<file path="src/rtl/frr_pkg.sv">
`default_nettype none

package frr_pkg;

  localparam logic [7:0] ORDER_BYTE = 8'h01;
  localparam logic [7:0] SUM_INVERT = 8'hFF;
  localparam logic [7:0] MAX_PAYLOAD_RESET = 8'd255;

  localparam int unsigned APB_ADDR_W = 3;
  localparam int unsigned APB_DATA_W = 32;
  localparam logic [APB_ADDR_W-1:0] ADDR_EXPECTED_COMMAND = 3'd0;
  localparam logic [APB_ADDR_W-1:0] ADDR_MAX_PAYLOAD = 3'd4;

  localparam int unsigned OUT_TDATA_W = 24;

  typedef enum logic [5:0] {
    PH_HDR0 = 6'b000001,
    PH_HDR1 = 6'b000010,
    PH_HDR2 = 6'b000100,
    PH_HDR3 = 6'b001000,
    PH_DATA = 6'b010000,
    PH_CSUM = 6'b100000
  } phase_e;

  typedef enum logic [1:0] {
    ST_OK     = 2'd0,
    ST_HEADER = 2'd1,
    ST_CSUM   = 2'd2,
    ST_LONG   = 2'd3
  } status_e;

  typedef struct packed {
    logic [7:0] data_byte;
    logic       data_valid;
    logic       frame_done;
    status_e    status;
    logic [7:0] frame_length;
  } result_t;

endpackage

`default_nettype wire

</file>
<file path="src/rtl/frr_core.sv">
`default_nettype none

module frr_core (
  input  wire                   clk_i,
  input  wire                   rst_ni,
  input  wire                   accept_i,
  input  wire  [7:0]            rx_byte_i,
  input  wire  [7:0]            expected_command_i,
  input  wire  [7:0]            max_payload_i,
  output frr_pkg::result_t      result_o
);
  import frr_pkg::*;

  phase_e     phase_q, phase_d;
  logic       header_bad_q, header_bad_d;
  logic [7:0] payload_length_q, payload_length_d;
  logic [7:0] bytes_left_q, bytes_left_d;
  logic [7:0] running_sum_q, running_sum_d;
  logic [7:0] sum_add;

  assign sum_add = running_sum_q + rx_byte_i;

  always_comb begin
    phase_d          = phase_q;
    header_bad_d     = header_bad_q;
    payload_length_d = payload_length_q;
    bytes_left_d     = bytes_left_q;
    running_sum_d    = running_sum_q;
    result_o         = '{data_byte: 8'd0, data_valid: 1'b0, frame_done: 1'b0,
                         status: ST_OK, frame_length: 8'd0};
    unique case (phase_q)
      PH_HDR1: begin
        running_sum_d = sum_add;
        phase_d       = PH_HDR2;
      end
      PH_HDR2: begin
        running_sum_d = sum_add;
        if (rx_byte_i != ORDER_BYTE) begin
          header_bad_d = 1'b1;
        end
        phase_d = PH_HDR3;
      end
      PH_HDR3: begin
        running_sum_d    = sum_add;
        payload_length_d = rx_byte_i;
        bytes_left_d     = rx_byte_i;
        if (header_bad_q) begin
          result_o.frame_done   = 1'b1;
          result_o.status       = ST_HEADER;
          result_o.frame_length = rx_byte_i;
          phase_d               = PH_HDR0;
        end else if (rx_byte_i == 8'd0) begin
          phase_d = PH_CSUM;
        end else begin
          phase_d = PH_DATA;
        end
      end
      PH_DATA: begin
        running_sum_d       = sum_add;
        result_o.data_byte  = rx_byte_i;
        result_o.data_valid = 1'b1;
        bytes_left_d        = bytes_left_q - 8'd1;
        if (bytes_left_q == 8'd1) begin
          phase_d = PH_CSUM;
        end
      end
      PH_CSUM: begin
        result_o.frame_done   = 1'b1;
        result_o.frame_length = payload_length_q;
        if (rx_byte_i != (running_sum_q ^ SUM_INVERT)) begin
          result_o.status = ST_CSUM;
        end else if (payload_length_q > max_payload_i) begin
          result_o.status = ST_LONG;
        end else begin
          result_o.status = ST_OK;
        end
        phase_d = PH_HDR0;
      end
      default: begin
        running_sum_d    = rx_byte_i;
        header_bad_d     = (rx_byte_i != expected_command_i);
        payload_length_d = 8'd0;
        bytes_left_d     = 8'd0;
        phase_d          = PH_HDR1;
      end
    endcase
  end

  always_ff @(posedge clk_i or negedge rst_ni) begin
    if (!rst_ni) begin
      phase_q          <= PH_HDR0;
      header_bad_q     <= 1'b0;
      payload_length_q <= 8'd0;
      bytes_left_q     <= 8'd0;
      running_sum_q    <= 8'd0;
    end else if (accept_i) begin
      phase_q          <= phase_d;
      header_bad_q     <= header_bad_d;
      payload_length_q <= payload_length_d;
      bytes_left_q     <= bytes_left_d;
      running_sum_q    <= running_sum_d;
    end
  end

  a_csum_ends_frame: assert property (@(posedge clk_i) disable iff (!rst_ni)
    accept_i && phase_q == PH_CSUM |=> phase_q == PH_HDR0)
    else $error("checksum beat did not return to header start");

  a_hold_when_idle: assert property (@(posedge clk_i) disable iff (!rst_ni)
    !accept_i |=> $stable(phase_q) && $stable(running_sum_q) && $stable(bytes_left_q))
    else $error("frame state changed without an accepted beat");

  a_last_payload: assert property (@(posedge clk_i) disable iff (!rst_ni)
    accept_i && phase_q == PH_DATA && bytes_left_q == 8'd1 |=> phase_q == PH_CSUM)
    else $error("last payload beat did not lead to the checksum");

  a_good_header: assert property (@(posedge clk_i) disable iff (!rst_ni)
    accept_i && phase_q == PH_HDR3 && !header_bad_q
    |=> phase_q == PH_DATA || phase_q == PH_CSUM)
    else $error("good header did not lead to payload or checksum");

endmodule

`default_nettype wire

</file>
<file path="src/rtl/frr_out_stage.sv">
`default_nettype none

module frr_out_stage (
  input  wire                   clk_i,
  input  wire                   rst_ni,
  input  wire                   in_valid_i,
  output logic                  in_ready_o,
  input  wire frr_pkg::result_t in_result_i,
  output logic                  out_valid_o,
  input  wire                   out_ready_i,
  output frr_pkg::result_t      out_result_o
);
  import frr_pkg::*;

  logic    valid_q, valid_d;
  result_t result_q;

  assign in_ready_o = !valid_q || out_ready_i;
  assign valid_d    = (in_valid_i && in_ready_o) || (valid_q && !out_ready_i);

  always_ff @(posedge clk_i or negedge rst_ni) begin
    if (!rst_ni) begin
      valid_q <= 1'b0;
    end else begin
      valid_q <= valid_d;
    end
  end

  always_ff @(posedge clk_i) begin
    if (in_valid_i && in_ready_o) begin
      result_q <= in_result_i;
    end
  end

  assign out_valid_o  = valid_q;
  assign out_result_o = result_q;

endmodule

`default_nettype wire

</file>
<file path="src/rtl/framed_reply_receiver.sv">
// Channel   Dir  Handshake                       Content
// s_axis    in   s_axis_tvalid / s_axis_tready   one received link byte per beat
// m_axis    out  m_axis_tvalid / m_axis_tready   one result per input beat
// apb       in   psel, penable, pwrite, pready   expected_command at 0x0, max_payload at 0x4
//
// Each byte is decoded in the cycle it is accepted and its result is held in a single
// output register, so the block sustains one byte per clock while m_axis_tready is high.
// The result beat is offered in the cycle after its input beat is accepted.
// A stalled output register holds its result and blocks input until taken.
// Reset clears the deframing state and loads max_payload with 255.
`default_nettype none

module framed_reply_receiver (
  input  wire                               clk_i,
  input  wire                               rst_ni,
  input  wire                               s_axis_tvalid,
  output logic                              s_axis_tready,
  input  wire  [7:0]                        s_axis_tdata,   // [7:0] rx_byte
  output logic                              m_axis_tvalid,
  input  wire                               m_axis_tready,
  // [7:0] data_byte, [9:8] status, [17:10] frame_length, [23:18] zero
  output logic [frr_pkg::OUT_TDATA_W-1:0]   m_axis_tdata,
  output logic                              m_axis_tlast,   // frame_done
  output logic [0:0]                        m_axis_tuser,   // [0] data_valid
  input  wire                               psel,
  input  wire                               penable,
  input  wire                               pwrite,
  input  wire  [frr_pkg::APB_ADDR_W-1:0]    paddr,
  input  wire  [frr_pkg::APB_DATA_W-1:0]    pwdata,
  output logic [frr_pkg::APB_DATA_W-1:0]    prdata,
  output logic                              pready
);
  import frr_pkg::*;

  logic [7:0] expected_command_q;
  logic [7:0] max_payload_q;
  logic       wr_en;
  logic       accept;
  result_t    core_result;
  result_t    out_result;

  assign pready = 1'b1;
  assign wr_en  = psel && penable && pwrite && pready;

  always_ff @(posedge clk_i or negedge rst_ni) begin
    if (!rst_ni) begin
      expected_command_q <= 8'd0;
      max_payload_q      <= MAX_PAYLOAD_RESET;
    end else if (wr_en) begin
      unique case ({paddr[APB_ADDR_W-1], 2'b00})
        ADDR_EXPECTED_COMMAND: expected_command_q <= pwdata[7:0];
        ADDR_MAX_PAYLOAD:      max_payload_q      <= pwdata[7:0];
        default: ;
      endcase
    end
  end

  always_comb begin
    unique case ({paddr[APB_ADDR_W-1], 2'b00})
      ADDR_EXPECTED_COMMAND: prdata = {{(APB_DATA_W-8){1'b0}}, expected_command_q};
      ADDR_MAX_PAYLOAD:      prdata = {{(APB_DATA_W-8){1'b0}}, max_payload_q};
      default:               prdata = '0;
    endcase
  end

  assign accept = s_axis_tvalid && s_axis_tready;

  frr_core u_core (
    .clk_i              (clk_i),
    .rst_ni             (rst_ni),
    .accept_i           (accept),
    .rx_byte_i          (s_axis_tdata),
    .expected_command_i (expected_command_q),
    .max_payload_i      (max_payload_q),
    .result_o           (core_result)
  );

  frr_out_stage u_out (
    .clk_i        (clk_i),
    .rst_ni       (rst_ni),
    .in_valid_i   (s_axis_tvalid),
    .in_ready_o   (s_axis_tready),
    .in_result_i  (core_result),
    .out_valid_o  (m_axis_tvalid),
    .out_ready_i  (m_axis_tready),
    .out_result_o (out_result)
  );

  assign m_axis_tdata = {6'd0, out_result.frame_length, out_result.status,
                         out_result.data_byte};
  assign m_axis_tlast = out_result.frame_done;
  assign m_axis_tuser = out_result.data_valid;

endmodule

`default_nettype wire
</file>
<file path="config.mk">
export PLATFORM = sky130hd
export DESIGN_NAME = framed_reply_receiver
export DESIGN_NICKNAME = d
export VERILOG_FILES = /design/src/rtl/frr_pkg.sv /design/src/rtl/frr_core.sv /design/src/rtl/frr_out_stage.sv /design/src/rtl/framed_reply_receiver.sv
export SDC_FILE = /design/constraint.sdc
export NUM_CORES = 1
export LEC_CHECK = 0
export ABC_AREA = 0
export BUFFER_PORTS_ARGS = -buffer_cell sky130_fd_sc_hd__clkbuf_2
export CORE_ASPECT_RATIO = 1.2
export CORE_MARGIN = 2
export CORE_UTILIZATION = 57
export CTS_BUF_LIST = sky130_fd_sc_hd__clkbuf_16
export CTS_CLUSTER_SIZE = 25
export DETAILED_ROUTE_END_ITERATION = 8
export PLACE_DENSITY = 0.86
export SYNTH_ARGS = -nofsm -noshare
export SYNTH_HDL_FRONTEND = slang
export SYNTH_SLANG_ARGS = --single-unit
</file>
<file path="constraint.sdc">
create_clock -name clk_i -period 3.57 [get_ports clk_i]
set_input_delay 0.714 -clock clk_i [delete_from_list [all_inputs] [get_ports clk_i]]
set_output_delay 0.714 -clock clk_i [all_outputs]
set_load 0.05 [all_outputs]
</file>
# Yosys cells after proc, flatten, opt, wreduce, memory -nomap -nowiden
# Index checks and enable logic that the tools add are counted.
[totals] wordCells=68 out_inout_bits=61 register_bits=68
[classes] order_cmp=1 n_eq_ne=11 muxes=15 addsub=2 n_bitwise=6 n_reduce_logical=20
[op_table] op="$pmux W32 S2" count=1
[op_table] op="$pmux W8 S2" count=2
[op_table] op="$pmux W6 S5" count=1
[op_table] op="$pmux W8 S3" count=1
[op_table] op="$pmux W11 S2" count=1
[op_table] op="$mux W6" count=3
[op_table] op="$ne A8 B8 Y1" count=2
[op_table] op="$reduce_and A2 Y1" count=6
[op_table] op="$reduce_or A4 Y1" count=3
[op_table] op="$mux W11" count=1
[op_table] op="$add A8 B8 Y8" count=1
[op_table] op="$eq A8 B1 Y1 const B" count=1
[op_table] op="$gt A8 B8 Y1" count=1
[op_table] op="$logic_not A8 Y1" count=1
[op_table] op="$ne A8 B1 Y1 const B" count=1
[op_table] op="$not A8 Y8" count=1
[op_table] op="$sub A8 B1 Y8 const B" count=1
[op_table] op="$eq A6 B2 Y1 const B" count=1
[op_table] op="$eq A6 B3 Y1 const B" count=1
[op_table] op="$eq A6 B4 Y1 const B" count=1
[op_table] op="$eq A6 B5 Y1 const B" count=1
[op_table] op="$eq A6 B6 Y1 const B" count=1
[op_table] op="$not A1 Y1" count=5
[op_table] op="$logic_and A1 B1 Y1" count=4
[op_table] op="8 further kinds" count=13

# Longest topological paths before layout
# Gate-level depths: netlist of the first run.
[logic_depth] depth_word=4 depth_mapped=10 ltp_nobuf=9

# Cells and area by module
# From an unflattened synthesis of the first run, not the netlist that was laid out.
[unflattened] hier_cells=386 area_unflattened_um2=3992.6
[by_module_without_submodules] mod="frr_core" area_per_inst_um2=2354.8 n_inst=1 cells_per_inst=285 seq_area_each_um2=777.0
[by_module_without_submodules] mod="framed_reply_receiver" area_per_inst_um2=983.4 n_inst=1 cells_per_inst=77 seq_area_each_um2=410.4
[by_module_without_submodules] mod="frr_out_stage" area_per_inst_um2=654.4 n_inst=1 cells_per_inst=24 seq_area_each_um2=625.6

# Worst setup path before layout of the first run
# OpenSTA, ideal clock, no wires.
[synth_timing] kind="input port to flip-flop" from="input m_axis_tready" to="register u_core.phase_q[3]" setup_slack_ps=1146 t_arrival_ps=2300 setup_time_ps=125 path_stages=5 path_cell_list="nand2b_1 > nand2_1 > inv_1 > o21ai_4 > mux2_2"
[synth_between] elab_chain_len=3
[synth_lines] item="start, declared" line="framed_reply_receiver.sv:20" source="input wire m_axis_tready,"
[synth_lines] item="$logic_or A1 B1 Y1" line="frr_out_stage.sv:18" source="assign in_ready_o = !valid_q || out_ready_i;"
[synth_lines] item="$logic_and A1 B1 Y1" line="framed_reply_receiver.sv:66" source="assign accept = s_axis_tvalid && s_axis_tready;"
[synth_lines] item="net accept" line="framed_reply_receiver.sv:38" source="logic accept;"
[synth_lines] item="$reduce_and A2 Y1 (no line)"
[synth_lines] item="end signal, assigned" line="frr_core.sv:97" source="phase_q <= phase_d;"
[synth_lines] item="end, declared" line="frr_core.sv:14" source="phase_e phase_q, phase_d;"
# The timed path passes the listed nets, and every way through them passes these cells.
# A chain may end at the register's enable or synchronous reset.

# Worst setup path in the final report of the first run
[layout_timing] from="register u_core.phase_q[0]" to="register u_core.running_sum_q[6]"
[layout_between] elab_chain_len=3 elab_cells_between_ends=9
[layout_lines] item="$eq A6 B2 Y1 (tied with other cells)" line="frr_core.sv:31" source="unique case (phase_q)"
[layout_lines] item="$reduce_or A4 Y1 (no line) or $not A1 Y1 (tied branches)"
[layout_lines] item="$pmux W8 S2 or $reduce_and A2 Y1 (tied branches)"
[layout_lines] item="end signal, assigned" line="frr_core.sv:101" source="running_sum_q <= running_sum_d;"
[layout_lines] item="end, declared" line="frr_core.sv:18" source="logic [7:0] running_sum_q, running_sum_d;"
# Parallel ways exist; a longest one is shown, timed or not.

==> tab_implementation.tex, run 1 <==
\begin{tabular}{lr}
\hline
Metric & Value \\
\hline
\multicolumn{2}{l}{\textbf{Floorplanning}} \\
\quad Standard-cell rows & 33 \\
\quad Starting density of the core & 58.65\% \\
\quad Height of the die & approximately 95 um \\
\quad Die area & roughly 7700 um\^{}2 \\
\quad Die W & approximately 80 um \\
\quad Core Box Area & 6771 um\^{}2 \\
\quad Top-level port count & 111 \\
\multicolumn{2}{l}{\textbf{Synth}} \\
\quad Gate count after technology mapping & approximately 390 \\
\quad Share of flip-flops with an asynchronous set or reset & approximately 71\% \\
\quad Sequential area share after synthesis & between 40\% and 50\% \\
\quad Number of synthesized register bits & slightly below 70 \\
\quad Count of synthesis-stage warnings from yosys & 0 \\
\quad Number of library cell types mapped by synthesis & between 50 and 60 \\
\quad Synth Cell Area & between 3000 and 4000 um\^{}2 \\
\quad Post-synth top flop & dfrtp\_1 \\
\quad Number of synthesized flops with an enable pin & 20 \\
\quad Per-instance average area after synthesis & between 10 and 15 um\^{}2 \\
\multicolumn{2}{l}{\textbf{Timing}} \\
\quad Minimum period implied by the final worst setup slack & 2.722 ns \\
\quad Summed negative setup slack over all endpoints & 0 ns \\
\quad Hold\_ws & $\sim$0.49 ns \\
\quad Final hold violation count & 0 \\
\quad Clk\_skew & between 0.005 and 0.006 ns \\
\quad Setup-failing EPs final & 0 \\
\quad Maximum operating frequency & around 370 MHz \\
\quad Slew Limit Fails & 0 \\
\quad RSZ-0062 raised after global routing & false \\
\quad Worst Max-Slew Pin Slew & roughly 0.86 ns \\
\quad Normalized max-slew margin & between 40\% and 50\% \\
\quad Tcrit/Tclk final & between 70\% and 80\% \\
\multicolumn{2}{l}{\textbf{Pwr}} \\
\quad Internal power & around 2.1 mW \\
\quad Combinational fraction of design power & 38.3\% \\
\quad Net switching power of the design & between 1 and 1.5 mW \\
\quad Sw Share & roughly 38\% \\
\quad Maximum ir drop on the vdd rail & between 0.3 and 0.4 mV \\
\quad Static power due to leakage & 2.051 nW \\
\quad Cell area power density & approximately 760 nW/um\^{}2 \\
\quad Clock power share & just under 30\% \\
\quad Sequential fraction of design power & approximately a third \\
\multicolumn{2}{l}{\textbf{Placement}} \\
\quad Estimated wirelength of the detail-placed design & between 6000 and 7000 um \\
\quad IO buf count & 53 \\
\quad Last weighted congestion value of the routability-driven placer & 0.8565 \\
\quad Placement-stage cell area & roughly 4200 um\^{}2 \\
\multicolumn{2}{l}{\textbf{Global routing}} \\
\quad Antenna violations before repair & 0 \\
\quad Vias in the first global route & about 2800 \\
\quad Overall routing resource usage & 24.20\% \\
\quad Total congestion overflow after global routing & 0 \\
\quad Wire length of the first global-routing pass & roughly 14000 um \\
\quad Pin count of the biggest net entering global routing & 34 \\
\multicolumn{2}{l}{\textbf{Status}} \\
\quad Result of the run & completed \\
\multicolumn{2}{l}{\textbf{Clock network}} \\
\quad Root buffer selected by CTS & clkbuf\_16 \\
\quad Num Clock Sinks & just under 70 \\
\quad Clock latency reported for the late side of the worst-skew pair & roughly 0.33 ns \\
\quad CTS tree & built \\
\quad TritonCTS buffer count & 9 \\
\quad Clock transition at the register clock pins on the worst setup and hold paths after CTS & 0.06 ns \\
\quad Post-CTS Repair Setup Buffers & 0 \\
\quad Post\_cts resized & 0 \\
\quad Max H-tree Level & 3 \\
\quad Max Buffers Root-to-Sink & 2 \\
\quad CTS hold repair buffers & 0 \\
\multicolumn{2}{l}{\textbf{Final layout}} \\
\quad Final Net Count & approximately 510 \\
\quad Synth-to-layout area growth & 13.67\% \\
\quad Ratio of cells with drive above 1 in the final layout & between 20\% and 30\% \\
\quad Diodes inserted & 0 \\
\quad Post-route standard cell area excluding fillers & between 4000 and 5000 um\^{}2 \\
\quad Footprint of the multi-input gates & between 1500 and 2000 um\^{}2 \\
\quad Combined flip-flop and latch cell area & 1813 um\^{}2 \\
\quad Final Util & 66.67\% \\
\quad Fillers & around 500 \\
\multicolumn{2}{l}{\textbf{Routing}} \\
\quad Antenna violation net count after detailed routing & 0 \\
\quad Via-per-instance ratio & 5.851 \\
\quad Drc violations & 0 \\
\quad Total via count after detailed routing & between 3000 and 4000 \\
\quad Routed wire length & between 8000 and 9000 um \\
\quad Wirelength per Cell & 16.78 um \\
\quad Drt pass-1 iters & 6 \\
\quad DRC violation total after the first TritonRoute iteration & $\sim$290 \\
\multicolumn{2}{l}{\textbf{Worst setup path}} \\
\quad Crit path kind & flip-flop to flip-flop \\
\quad Worst Path Required & approximately 3.8 ns \\
\quad Type of element launching the critical path & flip-flop \\
\quad Worst-path fanout max & 15 \\
\quad Signal arrival time at the worst endpoint & 2.93 ns \\
\quad Endpoint class of the critical path & flip-flop \\
\multicolumn{2}{l}{\textbf{Run}} \\
\quad Number of violations of the max-capacitance limit & 0 \\
\multicolumn{2}{l}{\textbf{Min path}} \\
\quad Class of the most critical hold timing path & input port to asynchronous set/reset pin \\
\hline
\end{tabular}
[power by group through the flow]
stage | clock, mW | combinational (mW) | sequential, mW
2_1_floorplan | 0 | 1.01 | 1.15
3_3_place_gp | 0 | 1.23 | 1.12
3_5_place_dp | 0 | 1.28 | 1.14
4_1_cts | 0.998 | 1.31 | 1.12
5_1_grt | 1.04 | 1.44 | 1.15
6_report | 0.993 | 1.32 | 1.13
[synth_stat cells (2+ instances only)]
master    count  share of area, %
a31oi_1       8               1.3
or4_1         3              0.57
xnor2_1      13               2.9
buf_2         2              0.25
nand2b_1      3              0.47
o21ai_0      31               3.9
buf_6         4               1.1
and2_1        7               1.1
conb_1        2              0.19
or3_1         3              0.47
a21oi_1      11               1.4
and3_1        2              0.32
nand3_1       9               1.1
o211ai_1      3              0.57
nor3b_2       2              0.63
clkbuf_1      8              0.76
dfrtp_1      39                25
a21boi_0      4              0.76
mux2i_1       2              0.50
inv_1        19               1.8
o31ai_1       2              0.38
nor2_1       15               1.4
mux2_2       28               7.9
nand2_1      41               3.9
edfxtp_1     20                15
o21bai_1      2              0.38
dfstp_2       9               6.0
ha_1         17               5.4
a21o_1        2              0.38
a22o_1        7               1.5
nor3_1        6              0.76
buf_4        31               5.9
nand4_1       4              0.63
[layout make-up]
cell class / instances / area share (%)
inverter: 20 / 1.691
clock inverter: 7 / 2.384
sequential: 68 / 40.16
tap: 87 / 2.411
clock buffer: 9 / 4.989
timing repair buffer: 59 / 6.874
multi-input combinational: 281 / 41.49
[state kept, by name, indices dropped and copies added (netlist names)]
name and cells:
u_core.header_bad_q 1, max_payload_q 8, u_core.running_sum_q 8, u_core.payload_length_q 8
expected_command_q 8, u_out.out_result_o 20, u_core.phase_q 6, u_out.out_valid_o 1
u_core.bytes_left_q 8
[worst max-delay path, stage by stage (launching register included)]
cell      delay (ns)
dfstp_2         0.55
or4_4           0.13
or3b_1          0.48
clkinv_2        0.32
or3_2           0.67
and3_1          0.22
mux2i_1         0.13
nand3_1         0.09
[routing by layer]
metal | share of wire [%] | vias up | global-route usage, %
met4 | 3.7 | 0 | 12.43
li1 | - | 1414 | -
met3 | 6.7 | 34 | 4.735
met1 | 38 | 1491 | 28.21
met5 | 0 | - | 0
met2 | 51 | 168 | 42.15
[placed cells by master (no fill, tap or decap), types with 4 or more instances in the layout]
cell | Yosys | final
a21boi_0 | 4 | 4
a21oi_1 | 11 | 11
a22o_1 | 7 | 7
a31oi_1 | 8 | 8
and2_1 | 7 | 7
buf_4 | 31 | 6
clkbuf_16 | 0 | 9
clkbuf_2 | 0 | 53
conb_1 | 2 | 31
dfrtp_1 | 39 | 39
dfstp_2 | 9 | 9
edfxtp_1 | 20 | 20
ha_1 | 17 | 17
inv_1 | 19 | 21
mux2_2 | 28 | 28
nand2_1 | 41 | 41
nand3_1 | 9 | 9
nand4_1 | 4 | 4
nor2_1 | 15 | 15
nor3_1 | 6 | 6
o21ai_0 | 31 | 31
xnor2_1 | 13 | 13
[per-stage QoR]
step | total power [mW] | setup slack (ns) | cells
after floorplan | 2.166 | 1.146 | 414
after global placement | 2.354 | 0.9716 | 515
after detailed placement | 2.417 | 0.9222 | 515
after CTS | 3.433 | 0.8806 | 531
after global routing | 3.623 | 0.6820 | 531
final | 3.442 | 0.8477 | 531
[final timing paths]
| check | startpoint | endpoint | slack (ns) | cells past startpoint |
|---|---|---|---|---|
| setup reg to reg | u_core.phase_q[0] | u_core.running_sum_q[6] | 0.85 | 7 |
| setup / recovery | u_core.phase_q[0] | u_core.running_sum_q[6] | 0.85 | 7 |
| max in group asynchronous | rst_ni | max_payload_q[7] | 2.27 | 2 |
| hold reg to reg | u_core.bytes_left_q[1] | u_core.bytes_left_q[1] | 0.51 | 1 |
| min in group clk_i | u_core.bytes_left_q[1] | u_core.bytes_left_q[1] | 0.51 | 1 |
| hold / removal | rst_ni | u_core.phase_q[1] | 0.49 | 1 |
[cells by family (layout without fill, tap and decap cells)]
family / after synthesis / in the layout / share of synthesized area, %
AND/OR/NAND/NOR: 107 / 107 / 13.83
flip-flops: 68 / 68 / 45.65
AO/OA/AOI/OAI: 81 / 81 / 13.01
buffers and inverters: 65 / 95 / 9.924
XOR/XNOR: 14 / 14 / 3.088
adder cells (fa/ha/maj): 18 / 18 / 5.860
other: 2 / 31 / 0.1891
multiplexers: 30 / 30 / 8.444
(Power assumes the default switching activity.)
==> inputs of run 2 (changes only) <==
--- a/config.mk
+++ b/config.mk
@@ -9,11 +9,11 @@
 export BUFFER_PORTS_ARGS = -buffer_cell sky130_fd_sc_hd__clkbuf_2
 export CORE_ASPECT_RATIO = 1.2
 export CORE_MARGIN = 2
-export CORE_UTILIZATION = 57
+export CORE_UTILIZATION = 53
 export CTS_BUF_LIST = sky130_fd_sc_hd__clkbuf_16
 export CTS_CLUSTER_SIZE = 25
 export DETAILED_ROUTE_END_ITERATION = 8
-export PLACE_DENSITY = 0.86
+export PLACE_DENSITY = 0.81
 export SYNTH_ARGS = -nofsm -noshare
 export SYNTH_HDL_FRONTEND = slang
 export SYNTH_SLANG_ARGS = --single-unit
==> constraint.sdc (replaced) <==
create_clock -name clk_i -period 2.7 [get_ports clk_i]
set_input_delay 0.54 -clock clk_i [delete_from_list [all_inputs] [get_ports clk_i]]
set_output_delay 0.54 -clock clk_i [all_outputs]
set_load 0.05 [all_outputs]
==> run 2 against run 1 <==
Net effect:
- worst setup slack lost 0.59 ns
- combinational power grew 33%
- register-to-register slack got worse by 0.59 ns
- global-route usage is 0.87 points lower
- routed wire length grew 4.7%
- die area grew 7.2%
- critical path depth did not move
- via count shrank 0.45%
- clock power is 35% higher
- final area rose by 1.4%
- clock skew grew 0.00098 ns
==> tab_implementation.tex, run 2 (synthesis results as in run 1) <==
\begin{tabular}{lr}
\hline
Metric & Value \\
\hline
\multicolumn{2}{l}{\textbf{Status}} \\
\quad Result of the run & completed \\
\multicolumn{2}{l}{\textbf{Worst setup path}} \\
\quad Chain of cells forming the critical path & or4\_4 > or3b\_1 > clkinv\_2 > buf\_4 > and3\_1 > a21boi\_0 > o21ai\_0 \\
\quad Worst Path Required & 2.93 ns (-0.85 ns) \\
\quad Critical path launch point & u\_core.phase\_q[3] \\
\quad Worst-path fanout max & 11 (-4) \\
\quad Slowest CP cell & or4\_4 \\
\quad R2R Path Start & u\_core.phase\_q[3] \\
\quad Signal arrival time at the worst endpoint & 2.68 ns (-0.25 ns) \\
\quad Crit path kind & flip-flop to flip-flop \\
\quad Endpoint class of the critical path & flip-flop \\
\quad Type of element launching the critical path & flip-flop \\
\quad Maximum single-stage delay on the critical path & 0.57 ns (-0.10 ns) \\
\multicolumn{2}{l}{\textbf{Final layout}} \\
\quad Leading cell types in the layout, fill and taps excluded & clkbuf\_2 (53), nand2\_1 (41), dfrtp\_1 (39) \\
\quad Most common cell after layout, fill and taps aside & clkbuf\_2 \\
\quad Final Util & 62.93\% (-3.7 points) \\
\quad Synth-to-layout area growth & 15.28\% \\
\quad Final Net Count & 514 (+1.4\%) \\
\quad Max FFs per register & 20 (unchanged) \\
\quad Diodes inserted & 0 (unchanged) \\
\quad Ratio of cells with drive above 1 in the final layout & 28.60\% (+1.6 points) \\
\multicolumn{2}{l}{\textbf{Pwr}} \\
\quad Combinational fraction of design power & 38.1\% (-0.2 points) \\
\quad Clock power share & 29.2\% (+0.3 points) \\
\quad Cell area power density & 1003 nW/um\^{}2 (+31\%) \\
\quad Sequential fraction of design power & 32.7\% (about the same) \\
\quad Overall power of the completed layout & 4.590 mW (+33\%) \\
\quad Maximum ir drop on the vdd rail & 0.4554 mV (+34\%) \\
\quad Static power due to leakage & 2.075 nW (+1.2\%) \\
\quad Internal power & 2.833 mW (+32\%) \\
\quad Sw Share & 38.29\% (+0.46 points) \\
\quad Net switching power of the design & 1.758 mW (+35\%) \\
\multicolumn{2}{l}{\textbf{Timing}} \\
\quad Maximum operating frequency & 408.7 MHz (+11\%) \\
\quad Final hold violation count & 0 (unchanged) \\
\quad Normalized max-slew margin & 58.87\% (+16 points) \\
\quad Hold\_ws & 0.3106 ns (-0.1841 ns) \\
\quad Minimum period implied by the final worst setup slack & 2.447 ns (-0.2758 ns) \\
\quad Setup-failing EPs final & 0 (unchanged) \\
\quad RSZ-0062 raised after global routing & false \\
\quad Slew Limit Fails & 0 (unchanged) \\
\quad Worst Max-Slew Pin Slew & 0.6170 ns (-0.2470 ns) \\
\quad Summed negative setup slack over all endpoints & 0 ns (unchanged) \\
\quad Tcrit/Tclk final & 90.61\% (+14 points) \\
\quad Clk\_skew & 0.006412 ns (+0.0009811 ns) \\
\multicolumn{2}{l}{\textbf{Routing}} \\
\quad Drc violations & 0 (unchanged) \\
\quad DRC violation total after the first TritonRoute iteration & 364 (+27\%) \\
\quad Total via count after detailed routing & 3093 (-0.45\%) \\
\quad Wirelength per Cell & 17.23 um (+2.7\%) \\
\quad Routed wire length & 9324 um (+4.7\%) \\
\quad Drt pass-1 iters & 5 (-1) \\
\quad Via-per-instance ratio & 5.717 (-2.3\%) \\
\quad Antenna violation net count after detailed routing & 0 (unchanged) \\
\multicolumn{2}{l}{\textbf{Min path}} \\
\quad Class of the most critical hold timing path & input port to asynchronous set/reset pin \\
\multicolumn{2}{l}{\textbf{Floorplanning}} \\
\quad Starting density of the core & 54.59\% (-4.1 points) \\
\quad Die W & 83.02 um (+3.5\%) \\
\quad Standard-cell rows & 34 (+3.0\%) \\
\quad Height of the die & 98.83 um (+3.6\%) \\
\quad Core Box Area & 7274 um\^{}2 (+7.4\%) \\
\quad Die area & 8204 um\^{}2 (+7.2\%) \\
\quad Top-level port count & 111 (unchanged) \\
\multicolumn{2}{l}{\textbf{Clock network}} \\
\quad TritonCTS buffer count & 9 (unchanged) \\
\quad Max Buffers Root-to-Sink & 2 (unchanged) \\
\quad CTS tree & built \\
\quad Num Clock Sinks & 68 (unchanged) \\
\quad Root buffer selected by CTS & clkbuf\_16 \\
\quad Clock transition at the register clock pins on the worst setup and hold paths after CTS & 0.06 ns (about the same) \\
\quad Max H-tree Level & 3 (unchanged) \\
\quad Post\_cts resized & 0 (unchanged) \\
\quad Clock latency reported for the late side of the worst-skew pair & 0.33 ns (about the same) \\
\quad Post-CTS Repair Setup Buffers & 0 (unchanged) \\
\quad CTS hold repair buffers & 0 (unchanged) \\
\multicolumn{2}{l}{\textbf{Global routing}} \\
\quad Overall routing resource usage & 23.33\% (-0.87 points) \\
\quad Total congestion overflow after global routing & 0 (unchanged) \\
\quad Wire length of the first global-routing pass & 14900 um (+8.2\%) \\
\quad Pin count of the biggest net entering global routing & 49 (+44\%) \\
\quad Vias in the first global route & 3023 (+6.7\%) \\
\quad Antenna violations before repair & 0 (unchanged) \\
\multicolumn{2}{l}{\textbf{Placement}} \\
\quad Estimated wirelength of the detail-placed design & 6483 um (+5.6\%) \\
\quad Last weighted congestion value of the routability-driven placer & 0.8629 (+0.75\%) \\
\quad IO buf count & 53 (unchanged) \\
\multicolumn{2}{l}{\textbf{Run}} \\
\quad Number of violations of the max-capacitance limit & 0 (unchanged) \\
\hline
\end{tabular}
-- run 2: routing by layer --
layer,GRT usage (%),routed length [um]
met1,28.74,3738
met2,40.26,4791
met3,4.690,524
met4,9.458,269
met5,0,0
-- run 2: worst paths after layout --
path / end / slack [ns] / depth (start not counted)
max: u_core.bytes_left_q[6] / 0.25 / 7
min: u_core.bytes_left_q[4] / 0.31 / 2
max reg2reg: u_core.bytes_left_q[6] / 0.25 / 7
min reg2reg: u_core.running_sum_q[6] / 0.51 / 2
max in group asynchronous: u_core.running_sum_q[6] / 1.97 / 2
min in group clk_i: u_out.out_valid_o / 0.42 / 2
-- run 2: per-stage QoR --
step | cell area [um^2] | worst slack, ns | cells
after floorplan | 4080 | 0.3904 | 414
after global placement | 4238 | 0.3700 | 525
after detailed placement | 4238 | 0.3306 | 525
after CTS | 4578 | 0.2773 | 541
after global routing | 4578 | 0.1873 | 541
final | 4578 | 0.2535 | 541
-- run 2: critical path: cells and delay by family (launching register included) --
family | cells | cell delay (ns)
AOI/OAI and AO/OA | 2 | 0.31
buffers and inverters | 2 | 0.26
and+or+nand+nor | 3 | 1.32
DFF | 1 | 0.46
-- run 2: area by class of cell --
cell class	instances	area [um^2]
fillers	573	2696
flip-flops and latches	68	1813
clock buffers	9	225.2
clock inverters	7	115.1
repair buffers	66	362.8
multi-input cells	281	1873
well taps	90	112.6
inverters	20	76.32
-- run 2: power by group through the flow --
stage	registers (mW)	logic, mW	clock network (mW)
after floorplan	1.52	1.34	0
after global placement	1.49	1.63	0
after detailed placement	1.51	1.70	0
after CTS	1.49	1.73	1.35
after global routing	1.53	1.90	1.41
final	1.50	1.75	1.34
==> inputs of run 3 (changes only) <==
--- a/config.mk
+++ b/config.mk
@@ -9,11 +9,11 @@
 export BUFFER_PORTS_ARGS = -buffer_cell sky130_fd_sc_hd__clkbuf_2
 export CORE_ASPECT_RATIO = 1.2
 export CORE_MARGIN = 2
-export CORE_UTILIZATION = 53
+export CORE_UTILIZATION = 48
 export CTS_BUF_LIST = sky130_fd_sc_hd__clkbuf_16
 export CTS_CLUSTER_SIZE = 25
 export DETAILED_ROUTE_END_ITERATION = 8
-export PLACE_DENSITY = 0.81
+export PLACE_DENSITY = 0.77
 export SYNTH_ARGS = -nofsm -noshare
 export SYNTH_HDL_FRONTEND = slang
 export SYNTH_SLANG_ARGS = --single-unit
==> constraint.sdc (replaced) <==
create_clock -name clk_i -period 2.05 [get_ports clk_i]
set_input_delay 0.41 -clock clk_i [delete_from_list [all_inputs] [get_ports clk_i]]
set_output_delay 0.41 -clock clk_i [all_outputs]
set_load 0.05 [all_outputs]
==> run 3 against run 2 <==
Net effect:
- register-to-register slack worse by 0.32 ns
- clock skew about the same
- worst setup slack worse by 0.32 ns
- non-clock buffer count increased by 27
- final cell count rose by 5.9%
- the run now ends with setup timing left
- first-iteration DRC count decreased by 32%
- sequential share of layout area down 1.8 points
- via count is 0.19% higher
==> tab_implementation.tex, run 3 (synthesis results as in run 1) <==
\begin{tabular}{lr}
\hline
Metric & Value \\
\hline
\multicolumn{2}{l}{\textbf{Status}} \\
\quad Result of the run & finished with violations \\
\quad Violated checks & setup timing \\
\multicolumn{2}{l}{\textbf{Timing}} \\
\quad Normalized max-slew margin & 58.85\% (about the same) \\
\quad Tcrit/Tclk final & 103.3\% (+13 points) \\
\quad Worst Max-Slew Pin Slew & 0.6172 ns (+0.0002239 ns) \\
\quad Maximum operating frequency & 472.3 MHz (+16\%) \\
\quad Hold\_ws & 0.1764 ns (-0.1342 ns) \\
\quad Slew Limit Fails & 0 (unchanged) \\
\quad Summed negative setup slack over all endpoints & -0.1260 ns (-0.1260 ns) \\
\quad Setup-failing EPs final & 6 (+6) \\
\quad Final hold violation count & 0 (unchanged) \\
\quad RSZ-0062 raised after global routing & true \\
\quad Final critical-path setup slack & -0.06723 ns (-0.3207 ns) \\
\quad Clk\_skew & 0.006291 ns (-0.0001202 ns) \\
\quad Minimum period implied by the final worst setup slack & 2.117 ns (-0.3293 ns) \\
\multicolumn{2}{l}{\textbf{Final layout}} \\
\quad Final Net Count & 541 (+5.3\%) \\
\quad Footprint of the multi-input gates & 1937 um\^{}2 (+3.4\%) \\
\quad Combined flip-flop and latch cell area & 1814 um\^{}2 (about the same) \\
\quad Leading cell types in the layout, fill and taps excluded & clkbuf\_2 (53), nand2\_1 (41), dfrtp\_1 (38) \\
\quad Final Util & 59.50\% (-3.4 points) \\
\quad Max FFs per register & 20 (unchanged) \\
\quad Number of standard cells in the layout, taps in and fillers out & 573 (+5.9\%) \\
\quad Fillers & 648 (+13\%) \\
\quad Post-route standard cell area excluding fillers & 4797 um\^{}2 (+4.8\%) \\
\quad Diodes inserted & 0 (unchanged) \\
\quad Most common cell after layout, fill and taps aside & clkbuf\_2 \\
\quad Synth-to-layout area growth & 20.79\% \\
\quad Ratio of cells with drive above 1 in the final layout & 33.68\% (+5.1 points) \\
\multicolumn{2}{l}{\textbf{Worst setup path}} \\
\quad Endpoint class of the critical path & flip-flop \\
\quad Worst Path Required & 2.26 ns (-0.67 ns) \\
\quad Maximum single-stage delay on the critical path & 0.53 ns (-0.04 ns) \\
\quad Slowest CP cell & or4\_4 \\
\quad Signal arrival time at the worst endpoint & 2.33 ns (-0.35 ns) \\
\quad Worst-path fanout max & 6 (-5) \\
\quad Type of element launching the critical path & flip-flop \\
\quad Crit path kind & flip-flop to flip-flop \\
\quad Chain of cells forming the critical path & or4\_4 > or3b\_4 > buf\_6 > o21ai\_4 > mux2\_4 \\
\multicolumn{2}{l}{\textbf{Clock network}} \\
\quad CTS hold repair buffers & 0 (unchanged) \\
\quad Max H-tree Level & 3 (unchanged) \\
\quad Clock transition at the register clock pins on the worst setup and hold paths after CTS & 0.05 ns (about the same) \\
\quad Clock latency reported for the late side of the worst-skew pair & 0.34 ns (about the same) \\
\quad Num Clock Sinks & 68 (unchanged) \\
\quad TritonCTS buffer count & 9 (unchanged) \\
\quad Max Buffers Root-to-Sink & 2 (unchanged) \\
\quad Root buffer selected by CTS & clkbuf\_16 \\
\quad CTS tree & built \\
\multicolumn{2}{l}{\textbf{Min path}} \\
\quad Class of the most critical hold timing path & input port to asynchronous set/reset pin \\
\multicolumn{2}{l}{\textbf{Placement}} \\
\quad Number of placed instances with taps included & 556 (+5.9\%) \\
\quad IO buf count & 53 (unchanged) \\
\quad Estimated wirelength of the detail-placed design & 6859 um (+5.8\%) \\
\quad Worst slack at placement & -0.08842 ns (-0.4190 ns) \\
\quad Placement-stage cell area & 4481 um\^{}2 (+5.7\%) \\
\quad Last weighted congestion value of the routability-driven placer & 0.8666 (+0.43\%) \\
\multicolumn{2}{l}{\textbf{Routing}} \\
\quad Drt pass-1 iters & 5 (unchanged) \\
\quad Wirelength per Cell & 16.06 um (-6.8\%) \\
\quad Via-per-instance ratio & 5.408 (-5.4\%) \\
\quad Drc violations & 0 (unchanged) \\
\quad Total via count after detailed routing & 3099 (+0.19\%) \\
\quad DRC violation total after the first TritonRoute iteration & 247 (-32\%) \\
\quad Antenna violation net count after detailed routing & 0 (unchanged) \\
\quad Routed wire length & 9202 um (-1.3\%) \\
\multicolumn{2}{l}{\textbf{Global routing}} \\
\quad Vias in the first global route & 3157 (+4.4\%) \\
\quad Pin count of the biggest net entering global routing & 49 (unchanged) \\
\quad Wire length of the first global-routing pass & 15040 um (+0.93\%) \\
\quad Overall routing resource usage & 21.64\% (-1.7 points) \\
\quad Total congestion overflow after global routing & 0 (unchanged) \\
\quad Antenna violations before repair & 0 (unchanged) \\
\multicolumn{2}{l}{\textbf{Run}} \\
\quad Number of violations of the max-capacitance limit & 0 (unchanged) \\
\multicolumn{2}{l}{\textbf{Pwr}} \\
\quad Maximum ir drop on the vdd rail & 0.4690 mV (+3.0\%) \\
\quad Cell area power density & 1265 nW/um\^{}2 (+26\%) \\
\quad Overall power of the completed layout & 6.069 mW (+32\%) \\
\quad Static power due to leakage & 2.196 nW (+5.8\%) \\
\multicolumn{2}{l}{\textbf{Floorplanning}} \\
\quad Die area & 9020 um\^{}2 (+9.9\%) \\
\quad Top-level port count & 111 (unchanged) \\
\quad Die W & 87.04 um (+4.8\%) \\
\quad Starting density of the core & 49.26\% (-5.3 points) \\
\quad Standard-cell rows & 36 (+5.9\%) \\
\quad Height of the die & 103.6 um (+4.9\%) \\
\quad Core Box Area & 8063 um\^{}2 (+11\%) \\
\hline
\end{tabular}
-- run 3: worst max-delay path: cells and delay by family, from the launching register on --
kind | cells | cell delay (ns)
AO/OA/AOI/OAI | 1 | 0.20
multiplexers | 1 | 0.32
buffers and inverters | 1 | 0.15
AND/OR/NAND/NOR | 2 | 0.94
flip-flops | 1 | 0.38
-- run 3: final cells by class --
cell class	count	area share (%)
multi-input combinational	281	40.38
sequential	68	37.82
timing repair buffer	93	12.39
clock buffer	9	4.695
tap	95	2.478
inverter	20	1.669
clock inverter	7	0.5738
-- run 3: final timing paths --
| check | start | endpoint | slack [ns] | cells past startpoint |
|---|---|---|---|---|
| min in group clk_i | s_axis_tvalid | u_out.out_valid_o | 0.28 | 2 |
| min reg2reg | u_core.bytes_left_q[1] | u_core.bytes_left_q[1] | 0.51 | 1 |
| max in group asynchronous | rst_ni | u_out.out_valid_o | 1.44 | 2 |
| max reg2reg | u_core.phase_q[3] | u_core.phase_q[3] | -0.07 | 5 |
| max | u_core.phase_q[3] | u_core.phase_q[3] | -0.07 | 5 |
| min | rst_ni | u_core.phase_q[4] | 0.18 | 2 |
-- run 3: report_power, final --
part           internal, mW  total (mW)  switching, mW  leakage (nW)
Sequential             1.72        1.94          0.215         0.789
Combinational          1.20        2.81           1.61          1.28
Clock                 0.788        1.32          0.535         0.132
Total                  3.70        6.07           2.36          2.20
-- run 3: routing by layer --
layer | global-route usage [%] | up-vias | part of all wire (%)
met5 | 0 | - | 0
met4 | 11.50 | 0 | 3.7
met3 | 4.064 | 24 | 5.8
met1 | 25.60 | 1466 | 40
met2 | 36.42 | 124 | 51
li1 | - | 1485 | -
-- run 3: what timing repair did --
item	in CTS	in global routing
setup buffers	0	1
pin swaps	0	1
resized for setup	8	11
setup endpoints to repair	16	30
